--- src/rtl/core/bhll_pkg.sv ---
// Shared types, constants and helper functions for the byte histogram with
// line length tracking. No dependencies; imported by every module but bhll_ram.
`default_nettype none

package bhll_pkg;

  // Count width of the bins and line counters (8 to 64)
  localparam int COUNT_WIDTH = 32;
  localparam int OUT_W       = 32;
  localparam int NUM_BINS    = 256;
  localparam int BIN_AW      = $clog2(NUM_BINS);
  localparam int SEL_W       = 9;

  // Command queue between front and back
  localparam int Q_DEPTH = 4;
  localparam int Q_AW    = $clog2(Q_DEPTH);
  localparam int Q_CW    = $clog2(Q_DEPTH + 1);

  // Operation codes on the input channel
  localparam logic [1:0] OP_CLEAR = 2'd0;
  localparam logic [1:0] OP_FEED  = 2'd1;
  localparam logic [1:0] OP_READ  = 2'd2;

  // Line terminators
  localparam logic [7:0] BYTE_NUL = 8'd0;
  localparam logic [7:0] BYTE_LF  = 8'd10;
  localparam logic [7:0] BYTE_CR  = 8'd13;

  // Read select of the longest line register
  localparam logic [SEL_W-1:0] SEL_MAX_LINE = SEL_W'(NUM_BINS);

  localparam logic [OUT_W-1:0] OUT_MAX = {OUT_W{1'b1}};

  typedef logic [COUNT_WIDTH-1:0] cnt_t;
  localparam cnt_t CNT_MAX = {COUNT_WIDTH{1'b1}};

  // Classified command kinds
  typedef enum logic [2:0] {
    K_CLEAR,
    K_FEED,
    K_RD_BIN,
    K_RD_MAX,
    K_RD_ZERO
  } kind_t;

  typedef struct packed {
    kind_t             kind;
    logic [BIN_AW-1:0] addr;
    logic              term;
  } item_t;

  // Saturating increment
  function automatic cnt_t sat_inc(cnt_t v);
    cnt_t r;
    if (v == CNT_MAX) r = v;
    else              r = v + cnt_t'(1);
    return r;
  endfunction

  // Clamp a count to the output width
  function automatic logic [OUT_W-1:0] to_out(cnt_t v);
    logic [63:0] w;
    logic [OUT_W-1:0] r;
    w = 64'(v);
    if (w > 64'(OUT_MAX)) r = OUT_MAX;
    else                  r = w[OUT_W-1:0];
    return r;
  endfunction

endpackage

`default_nettype wire

--- src/rtl/core/bhll_front.sv ---
// Front end: accepts input beats, classifies them into commands and queues
// them for the back end. Depends on bhll_pkg.
`default_nettype none

module bhll_front
  import bhll_pkg::*;
(
  input  wire logic             clk,
  input  wire logic             rst_n,
  input  wire logic             in_valid,
  output logic                  in_stall,
  input  wire logic [1:0]       in_operation,
  input  wire logic [7:0]       in_data_byte,
  input  wire logic [SEL_W-1:0] in_read_bin,
  output logic                  q_valid,
  output item_t                 q_item,
  input  wire logic             q_pop
);

  item_t           mem_r [Q_DEPTH];
  logic [Q_AW-1:0] wr_ptr_r, wr_ptr_nxt;
  logic [Q_AW-1:0] rd_ptr_r, rd_ptr_nxt;
  logic [Q_CW-1:0] cnt_r, cnt_nxt;
  item_t           cls;
  logic            keep;
  logic            push;

  // classify the incoming beat; unused opcode is accepted and dropped
  always_comb begin
    cls      = '0;
    cls.kind = K_CLEAR;
    keep     = 1'b1;
    case (in_operation)
      OP_CLEAR: begin
        cls.kind = K_CLEAR;
      end
      OP_FEED: begin
        cls.kind = K_FEED;
        cls.addr = in_data_byte;
        cls.term = (in_data_byte == BYTE_NUL) || (in_data_byte == BYTE_LF) ||
                   (in_data_byte == BYTE_CR);
      end
      OP_READ: begin
        cls.addr = in_read_bin[BIN_AW-1:0];
        if (in_read_bin < SEL_MAX_LINE)       cls.kind = K_RD_BIN;
        else if (in_read_bin == SEL_MAX_LINE) cls.kind = K_RD_MAX;
        else                                  cls.kind = K_RD_ZERO;
      end
      default: begin
        keep = 1'b0;
      end
    endcase
  end

  assign in_stall = (cnt_r == Q_CW'(Q_DEPTH));
  assign push     = in_valid && !in_stall && keep;
  assign q_valid  = (cnt_r != '0);
  assign q_item   = mem_r[rd_ptr_r];

  // queue pointers
  always_comb begin
    wr_ptr_nxt = push  ? wr_ptr_r + Q_AW'(1) : wr_ptr_r;
    rd_ptr_nxt = q_pop ? rd_ptr_r + Q_AW'(1) : rd_ptr_r;
    cnt_nxt    = cnt_r + Q_CW'(push) - Q_CW'(q_pop);
  end

  always_ff @(posedge clk) begin
    if (!rst_n) begin
      wr_ptr_r <= '0;
      rd_ptr_r <= '0;
      cnt_r    <= '0;
    end else begin
      wr_ptr_r <= wr_ptr_nxt;
      rd_ptr_r <= rd_ptr_nxt;
      cnt_r    <= cnt_nxt;
    end
  end

  // queue storage
  always_ff @(posedge clk) begin
    if (push) begin
      mem_r[wr_ptr_r] <= cls;
    end
  end

endmodule

`default_nettype wire

--- config.mk ---
export PLATFORM = sky130hd
export DESIGN_NAME = bhll_front
export DESIGN_NICKNAME = d
export VERILOG_FILES = /design/src/rtl/core/bhll_pkg.sv /design/src/rtl/core/bhll_front.sv
export SDC_FILE = /design/constraint.sdc
export NUM_CORES = 1
export LEC_CHECK = 0
export ABC_AREA = 1
export BUFFER_PORTS_ARGS = -buffer_cell sky130_fd_sc_hd__buf_2
export CAP_MARGIN = 10
export CORE_UTILIZATION = 40
export CTS_CLUSTER_SIZE = 8
export DETAILED_ROUTE_END_ITERATION = 10
export MAX_ROUTING_LAYER = met4
export PLACE_DENSITY = 0.66
export SLEW_MARGIN = 20
export SYNTH_ARGS = -nofsm -noshare
export SYNTH_HDL_FRONTEND = slang
export SYNTH_SLANG_ARGS = --single-unit
--- constraint.sdc ---
create_clock -name clk -period 2.42 [get_ports clk]
set_clock_uncertainty 0.1 [all_clocks]
set_input_delay 0.605 -clock clk [delete_from_list [all_inputs] [get_ports clk]]
set_output_delay 0.605 -clock clk [all_outputs]
set_load 0.02 [all_outputs]
==> metrics.json, run 1 <==
{
  "outcome": {
    "status": "finished, final reports clean"
  },
  "clock_tree": {
    "clock_tree.buffer_depth": 2,
    "tritoncts_clock_tree": "done",
    "numClockSinks": 57,
    "cts.clk_slew.worst_paths_ns": 0.07,
    "clock_latency_ns": 0.33,
    "ctsHoldBuffers": 0,
    "clock_tree.root_cell": "sky130_fd_sc_hd__clkbuf_8",
    "inserted_clock_buffers": 9,
    "htree_num_levels": 3
  },
  "timing": {
    "holdWs_ns": 0.342,
    "tightest_slew_ns": 0.450,
    "slew-limit-headroom_pct": 70.0,
    "setup_repair_after_global_routing_missed_its_margin": "false",
    "final.period_utilization_pct": 94.6,
    "maxClockFrequency_mhz": 437,
    "final_period_minus_worst_setup_slack_ns": 2.29,
    "hold_viol": 0,
    "setup_total_negative_slack_ns": 0,
    "timing.final.max_slew_violations": 0,
    "finalSetupViolCount": 0
  },
  "worst_setup_path": {
    "crit_chain": "clkinvlp_4 -> buf_4 -> o21ai_0 -> o22ai_1 -> buf_2",
    "critPathMaxStageDelay_ns": 0.54,
    "required_ns": 1.71,
    "endpoint_kind": "primary output",
    "cp.arrival_ns": 1.59,
    "rr_endpoint": "cnt_r[1]",
    "launching_point_of_the_worst_reg2reg_path": "cnt_r[1]",
    "timing.critical_path.slowest_stage_cell": "sky130_fd_sc_hd__dfxtp_1",
    "rrSetupSlack_ns": 0.55,
    "cp.buffers_inverters": 3,
    "start_kind": "register",
    "r2r.worst_path.cells": 9,
    "worst-setup-path-type": "register to primary output",
    "worst-path-max-fanout": 8,
    "cp_top_family": "flip-flops"
  },
  "global_routing": {
    "antenna_found_initial": 0,
    "first_global_vias": 1637,
    "grt_max_degree": 25,
    "wire_length_of_the_first_global_routing_pass_mm": 7.86,
    "grt_use_total_pct": 17.3,
    "grt_remaining_overflow": 0
  },
  "yosys": {
    "synth_top_area_share_pct": 57.1,
    "ys_ff_latch": 57,
    "post_synthesis_average_cell_area_um2": 10.7,
    "mappedNetlistArea_mm2": 0.00252,
    "yosys_warns": 0,
    "synth.net_count": 269,
    "synth_largest_area_cell": "sky130_fd_sc_hd__edfxtp_1",
    "synthesis.instances": 236,
    "synth-seq-area-share_pct": 64.3,
    "yosys.cell_types.count": 23,
    "synth_top_cells_by_area": "sky130_fd_sc_hd__edfxtp_1 (57%), sky130_fd_sc_hd__dfxtp_1 (7.1%), sky130_fd_sc_hd__nor2_1 (6.5%), sky130_fd_sc_hd__nand2_1 (4.6%), sky130_fd_sc_hd__ha_1 (4.5%)"
  },
  "power_and_ir_drop": {
    "cellInternalPower_mw": 1.92,
    "vdd.ir_drop.worst_v": 0.000480,
    "p_comb_share_pct": 17.8,
    "p_per_area_mw_per_mm2": 866,
    "switching_share_pct": 27.7,
    "switching_power_mw": 0.735,
    "clock_power_share_pct": 37.1,
    "post-layout-total-power_mw": 2.65,
    "leakage_power_figure_nw": 1.24,
    "power.share.sequential_pct": 45.1
  },
  "floorplan": {
    "die-area_mm2": 0.00663,
    "placement_rows": 28,
    "io_pins": 37,
    "die_w_um": 81.4,
    "core_area_mm2": 0.00599,
    "die_height_um": 81.4,
    "start_util_pct": 42.1
  },
  "routing": {
    "post-route-drc-count": 0,
    "met3WireLength_um": 163,
    "vias_after_detailed_routing": 1778,
    "dr.first_iter.drc_count": 101,
    "final_antenna_net_count": 0,
    "wl_per_cell_um": 12.8,
    "wirelength_met1_mm": 2.23,
    "first_pass_iters": 4,
    "wirelength_mm": 4.70,
    "via_per_inst": 4.84,
    "detailroute.wirelength.met2_mm": 2.17,
    "routed.top_layer": "met4"
  },
  "cells_and_area": {
    "syn2layout_area_growth_pct": 21.5,
    "final.fill_count": 538,
    "ff_latch_area_mm2": 0.00162,
    "post_route_cells_drive_above_1_share_pct": 24.0,
    "fin_area_mm2": 0.00307,
    "mostFrequentLayoutCells": "sky130_fd_sc_hd__edfxtp_1 (48), sky130_fd_sc_hd__nor2_1 (44), sky130_fd_sc_hd__buf_2 (36), sky130_fd_sc_hd__nand2_1 (31), sky130_fd_sc_hd__inv_1 (23)",
    "multi_input_gate_area_in_the_final_layout_um2": 747,
    "layout_commonest_cell": "sky130_fd_sc_hd__edfxtp_1",
    "nNetsFinal": 320,
    "antennaDiodeCount": 0,
    "layout.cells.non_filler": 367
  },
  "worst_hold_path": {
    "min_from": "rd_ptr_r[1]",
    "hold_class": "register to register",
    "worst_hold_path.num_cells": 1,
    "holdPathEnd": "rd_ptr_r[1]"
  },
  "placement": {
    "io_buffer_count": 36,
    "dpl_cell_area_mm2": 0.00282,
    "weighted_congestion_reported_at_the_end_of_routability_driven_placement": 0.819,
    "dp_hpwl_mm": 3.35,
    "dp_cells": 349
  },
  "job": {
    "cap_violations": 0
  }
}
[power groups by stage]
stage / clock (mW) / combinational (mW) / sequential (mW)
after floorplan: 0 / 0.326 / 1.21
after global placement: 0 / 0.465 / 1.22
after detailed placement: 0 / 0.474 / 1.22
after CTS: 1.00 / 0.475 / 1.20
after global routing: 1.05 / 0.532 / 1.21
final: 0.986 / 0.471 / 1.20
[worst reg2reg max path: cells and delay by family (launching register included)]
| family | cells | cell delay (ns) |
|---|---|---|
| buffers and inverters | 3 | 0.18 |
| adders and majority gates | 3 | 0.87 |
| DFF | 1 | 0.37 |
| and+or+nand+nor | 3 | 0.25 |
[registers in the layout, summed over array words and instances, names as in the netlist, named ones only]
register  flops
mem_r        48
rd_ptr_r      2
cnt_r         3
wr_ptr_r      2
[cell usage after synthesis (all sizes together)]
cell type,count
ha,9
a21oi,13
inv,25
nand3,4
edfxtp,48
o21ai,26
buf,8
nor2,44
nand4,1
o22ai,12
dfxtp,9
clkbuf,1
or2,1
fa,1
xnor2,1
nor3,1
nand2,32
[cell families (layout without fill, tap and decap cells)]
logic type	Yosys count	after routing	synth area share (%)
xor gates and xnor gates	1	1	0.347
AOI/OAI and AO/OA	51	51	10.7
adders and majority gates	10	10	5.26
buffers and inverters	34	90	6.15
DFF	57	57	64.3
and+or+nand+nor	83	83	13.3
[how the worst max path moves through the flow]
stage	from	end	slack, ns	cells after the start
3_5_place_dp	in_operation[0]	cnt_r[1]	0.004	10
3_3_place_gp	in_operation[0]	cnt_r[2]	0.008	10
6_report	register	q_item[0]	0.13	5
5_1_grt	register	q_item[0]	0.04	5
4_1_cts	register	q_item[0]	0.05	4
2_1_floorplan	in_operation[0]	cnt_r[2]	0.10	9
[through the flow]
stage / utilization (%) / worst slack [ns]
2_1_floorplan: - / 0.101
3_3_place_gp: 47.1 / 0.00791
3_5_place_dp: 47.1 / 0.00378
4_1_cts: 50.9 / 0.0541
5_1_grt: 51.2 / 0.0366
6_report: 51.2 / 0.129
[cell type report]
class,instances,area share (%)
clock buffer,9,4.04
clock inverter,7,3.39
inverter,25,3.18
multi-input combinational,145,24.4
sequential,57,52.9
tap,75,3.06
timing repair buffer,49,9.06
[routing by layer]
| layer | vias to the layer above | GRT usage, % |
|---|---|---|
| li1 | 906 | - |
| met1 | 819 | 21.6 |
| met2 | 43 | 25.4 |
| met3 | 10 | 3.67 |
| met4 | 0 | 11.3 |
| met5 | - | - |
[timing repair]
action,4_1_cts,5_1_grt
buffers inserted,0,2
gates resized for setup,0,1
endpoints found under the setup margin,0,1
(Power assumes the default switching activity.)
==> run 2: changes to the inputs <==
ABC_AREA = 0   (was 1)
==> metrics.json, run 2 <==
{
  "routing": {
    "final_antenna_net_count": 0,
    "wl_per_cell_um": 15.2,
    "dr.first_iter.drc_count": 65,
    "detailroute.wirelength.met2_mm": 1.88,
    "vias_after_detailed_routing": 1422,
    "first_pass_iters": 4,
    "routed.top_layer": "met4",
    "wirelength_met1_mm": 1.92,
    "met3WireLength_um": 394,
    "via_per_inst": 5.08,
    "wirelength_mm": 4.25,
    "post-route-drc-count": 0
  },
  "clock_tree": {
    "htree_num_levels": 3,
    "numClockSinks": 57,
    "ctsHoldBuffers": 0,
    "tritoncts_clock_tree": "done",
    "clock_latency_ns": 0.33,
    "inserted_clock_buffers": 9,
    "clock_tree.root_cell": "sky130_fd_sc_hd__clkbuf_8",
    "post_cts.repair.setup_buffers": 0,
    "clock_tree.buffer_depth": 2,
    "cts.clk_slew.worst_paths_ns": 0.06
  },
  "placement": {
    "dp_hpwl_mm": 2.91,
    "post_placement_setup_slack_ns": -0.175,
    "io_buffer_count": 36,
    "dpl_cell_area_mm2": 0.00278,
    "weighted_congestion_reported_at_the_end_of_routability_driven_placement": 0.715
  },
  "global_routing": {
    "first_global_vias": 1351,
    "grt_use_total_pct": 15.3,
    "grt_max_degree": 13,
    "grt_remaining_overflow": 0,
    "wire_length_of_the_first_global_routing_pass_mm": 6.58,
    "antenna_found_initial": 0
  },
  "floorplan": {
    "io_pins": 37,
    "placement_rows": 28,
    "core_area_mm2": 0.00592,
    "die_w_um": 80.2,
    "start_util_pct": 41.3,
    "die-area_mm2": 0.00644,
    "die_height_um": 80.2
  },
  "worst_setup_path": {
    "cp_top_family": "multiplexers",
    "crit_chain": "buf_6 -> mux4_1 -> buf_2",
    "worst-setup-path-type": "register to primary output",
    "timing.critical_path.slowest_stage_cell": "sky130_fd_sc_hd__mux4_1",
    "required_ns": 1.71,
    "endpoint_kind": "primary output",
    "start_kind": "register",
    "worst-path-max-fanout": 8,
    "cp.buffers_inverters": 2,
    "critPathMaxStageDelay_ns": 0.58,
    "cp.arrival_ns": 1.60
  },
  "cells_and_area": {
    "fin_area_mm2": 0.00295,
    "largest_reg_flops": 48,
    "mostFrequentLayoutCells": "sky130_fd_sc_hd__edfxtp_1 (48), sky130_fd_sc_hd__buf_2 (36)",
    "antennaDiodeCount": 0,
    "largest_register": "mem_r",
    "post_route_cells_drive_above_1_share_pct": 36.6,
    "nNetsFinal": 233,
    "syn2layout_area_growth_pct": 20.4,
    "layout_commonest_cell": "sky130_fd_sc_hd__edfxtp_1",
    "biggestRegsByFlops": "mem_r x48, cnt_r x3",
    "final_standard_cell_utilization_of_the_core_pct": 49.8,
    "final.fill_count": 494
  },
  "timing": {
    "fin_ws_ns": 0.113,
    "hold_viol": 0,
    "holdWs_ns": 0.403,
    "finalSetupViolCount": 0,
    "maxClockFrequency_mhz": 433,
    "timing.final.max_slew_violations": 0,
    "final_period_minus_worst_setup_slack_ns": 2.31,
    "setup_repair_after_global_routing_missed_its_margin": "false",
    "final.period_utilization_pct": 95.3,
    "slew-limit-headroom_pct": 66.2,
    "tightest_slew_ns": 0.503
  },
  "yosys": {
    "yosysMostFrequentCell": "sky130_fd_sc_hd__edfxtp_1",
    "synthesis.instances": 148,
    "synth_top_cells_by_area": "sky130_fd_sc_hd__edfxtp_1 (59%), sky130_fd_sc_hd__mux4_2 (9.2%), sky130_fd_sc_hd__dfxtp_1 (7.4%), sky130_fd_sc_hd__ha_1 (4.6%), sky130_fd_sc_hd__and2_1 (2.6%)",
    "synth_largest_area_cell": "sky130_fd_sc_hd__edfxtp_1",
    "yosys.cell_types.count": 29,
    "post_synthesis_average_cell_area_um2": 16.5,
    "synth-seq-area-share_pct": 66.3,
    "synth.net_count": 181,
    "ys_ff_latch": 57,
    "netlist_top_cells_count": "sky130_fd_sc_hd__edfxtp_1 (48), sky130_fd_sc_hd__and2_1 (10), sky130_fd_sc_hd__mux4_2 (10)",
    "leading_register_cell_type_out_of_synthesis": "sky130_fd_sc_hd__edfxtp_1",
    "synthArstFlopShare_pct": 0,
    "synth-edff-count": 48,
    "synth_top_area_share_pct": 58.9,
    "mappedNetlistArea_mm2": 0.00245,
    "yosys_warns": 0
  },
  "power_and_ir_drop": {
    "p_per_area_mw_per_mm2": 813,
    "leakage_power_figure_nw": 1.10,
    "vdd.ir_drop.worst_v": 0.000357,
    "post-layout-total-power_mw": 2.40
  },
  "worst_hold_path": {
    "hold_class": "register to register"
  },
  "job": {
    "cap_violations": 0
  },
  "outcome": {
    "status": "finished, final reports clean"
  }
}
==> run 2: cell count changes after synthesis, sizes merged, moves of 3 or more <==
cell	delta
a21oi	-11
a22oi	+8
and2	+10
buf	-6
clkbuf	+3
inv	-17
mux4	+12
nand2	-25
nand3	-4
nor2	-35
nor3b	+3
nor4	+3
o21ai	-25
o22ai	-12
==> run 2: area by class of cell <==
class	instances	area (um2)	share of cell area, %
clock inverter	4	20.0	0.679
timing repair buffer	47	267	9.04
clock buffer	12	145	4.93
multi-input combinational	77	769	26.1
inverter	8	30.0	1.02
sequential	57	1620	55.0
tap	75	93.8	3.18
==> run 2: worst paths after layout <==
check / startpoint / endpoint / slack [ns] / cells after the start
worst min-delay path: wr_ptr_r[0] / wr_ptr_r[0] / 0.40 / 2
worst min register to register: wr_ptr_r[0] / wr_ptr_r[0] / 0.40 / 2
worst max-delay path: register / q_item[11] / 0.11 / 3
worst max register to register: cnt_r[2] / cnt_r[2] / 0.22 / 10
==> run 2: per-stage QoR <==
stage,instances,TNS (ns)
after floorplan,148,-0.102
after global placement,264,-0.126
after detailed placement,264,-0.179
after CTS,280,0
after global routing,280,0
final,280,0
==> run 2: metal layers <==
metal,GRT usage (%),vias to the layer above
li1,-,667
met1,19.8,685
met2,21.6,64
met3,5.57,6
met4,6.43,0
met5,-,-
==> run 2: tightest hold or removal path, stage by stage, from the launching register on <==
cell and delay [ns]:
sky130_fd_sc_hd__dfxtp_1 0.34, sky130_fd_sc_hd__nand2_1 0.07, sky130_fd_sc_hd__mux2i_1 0.05
==> run 2: cells by family after synthesis <==
family	count (synthesis)	synth area share, %
AO/OA/AOI/OAI	12	3.43
adder cells (fa/ha/maj)	10	5.42
XOR/XNOR	4	1.43
flip-flops	57	66.3
multiplexers	14	12.2
buffers and inverters	14	2.50
AND/OR/NAND/NOR	37	8.79
==> run 2: timing repair <==
action | CTS | global route
gates resized for setup | 0 | 1
endpoints found under the setup margin | 0 | 1
hold endpoints to repair | 0 | 0
==> run 2: power breakdown <==
group,switching (mW),internal (mW),leakage [nW],total [mW]
logic,0.257,0.214,0.501,0.471
registers,0.0359,1.16,0.510,1.20
clock network,0.339,0.392,0.0899,0.731
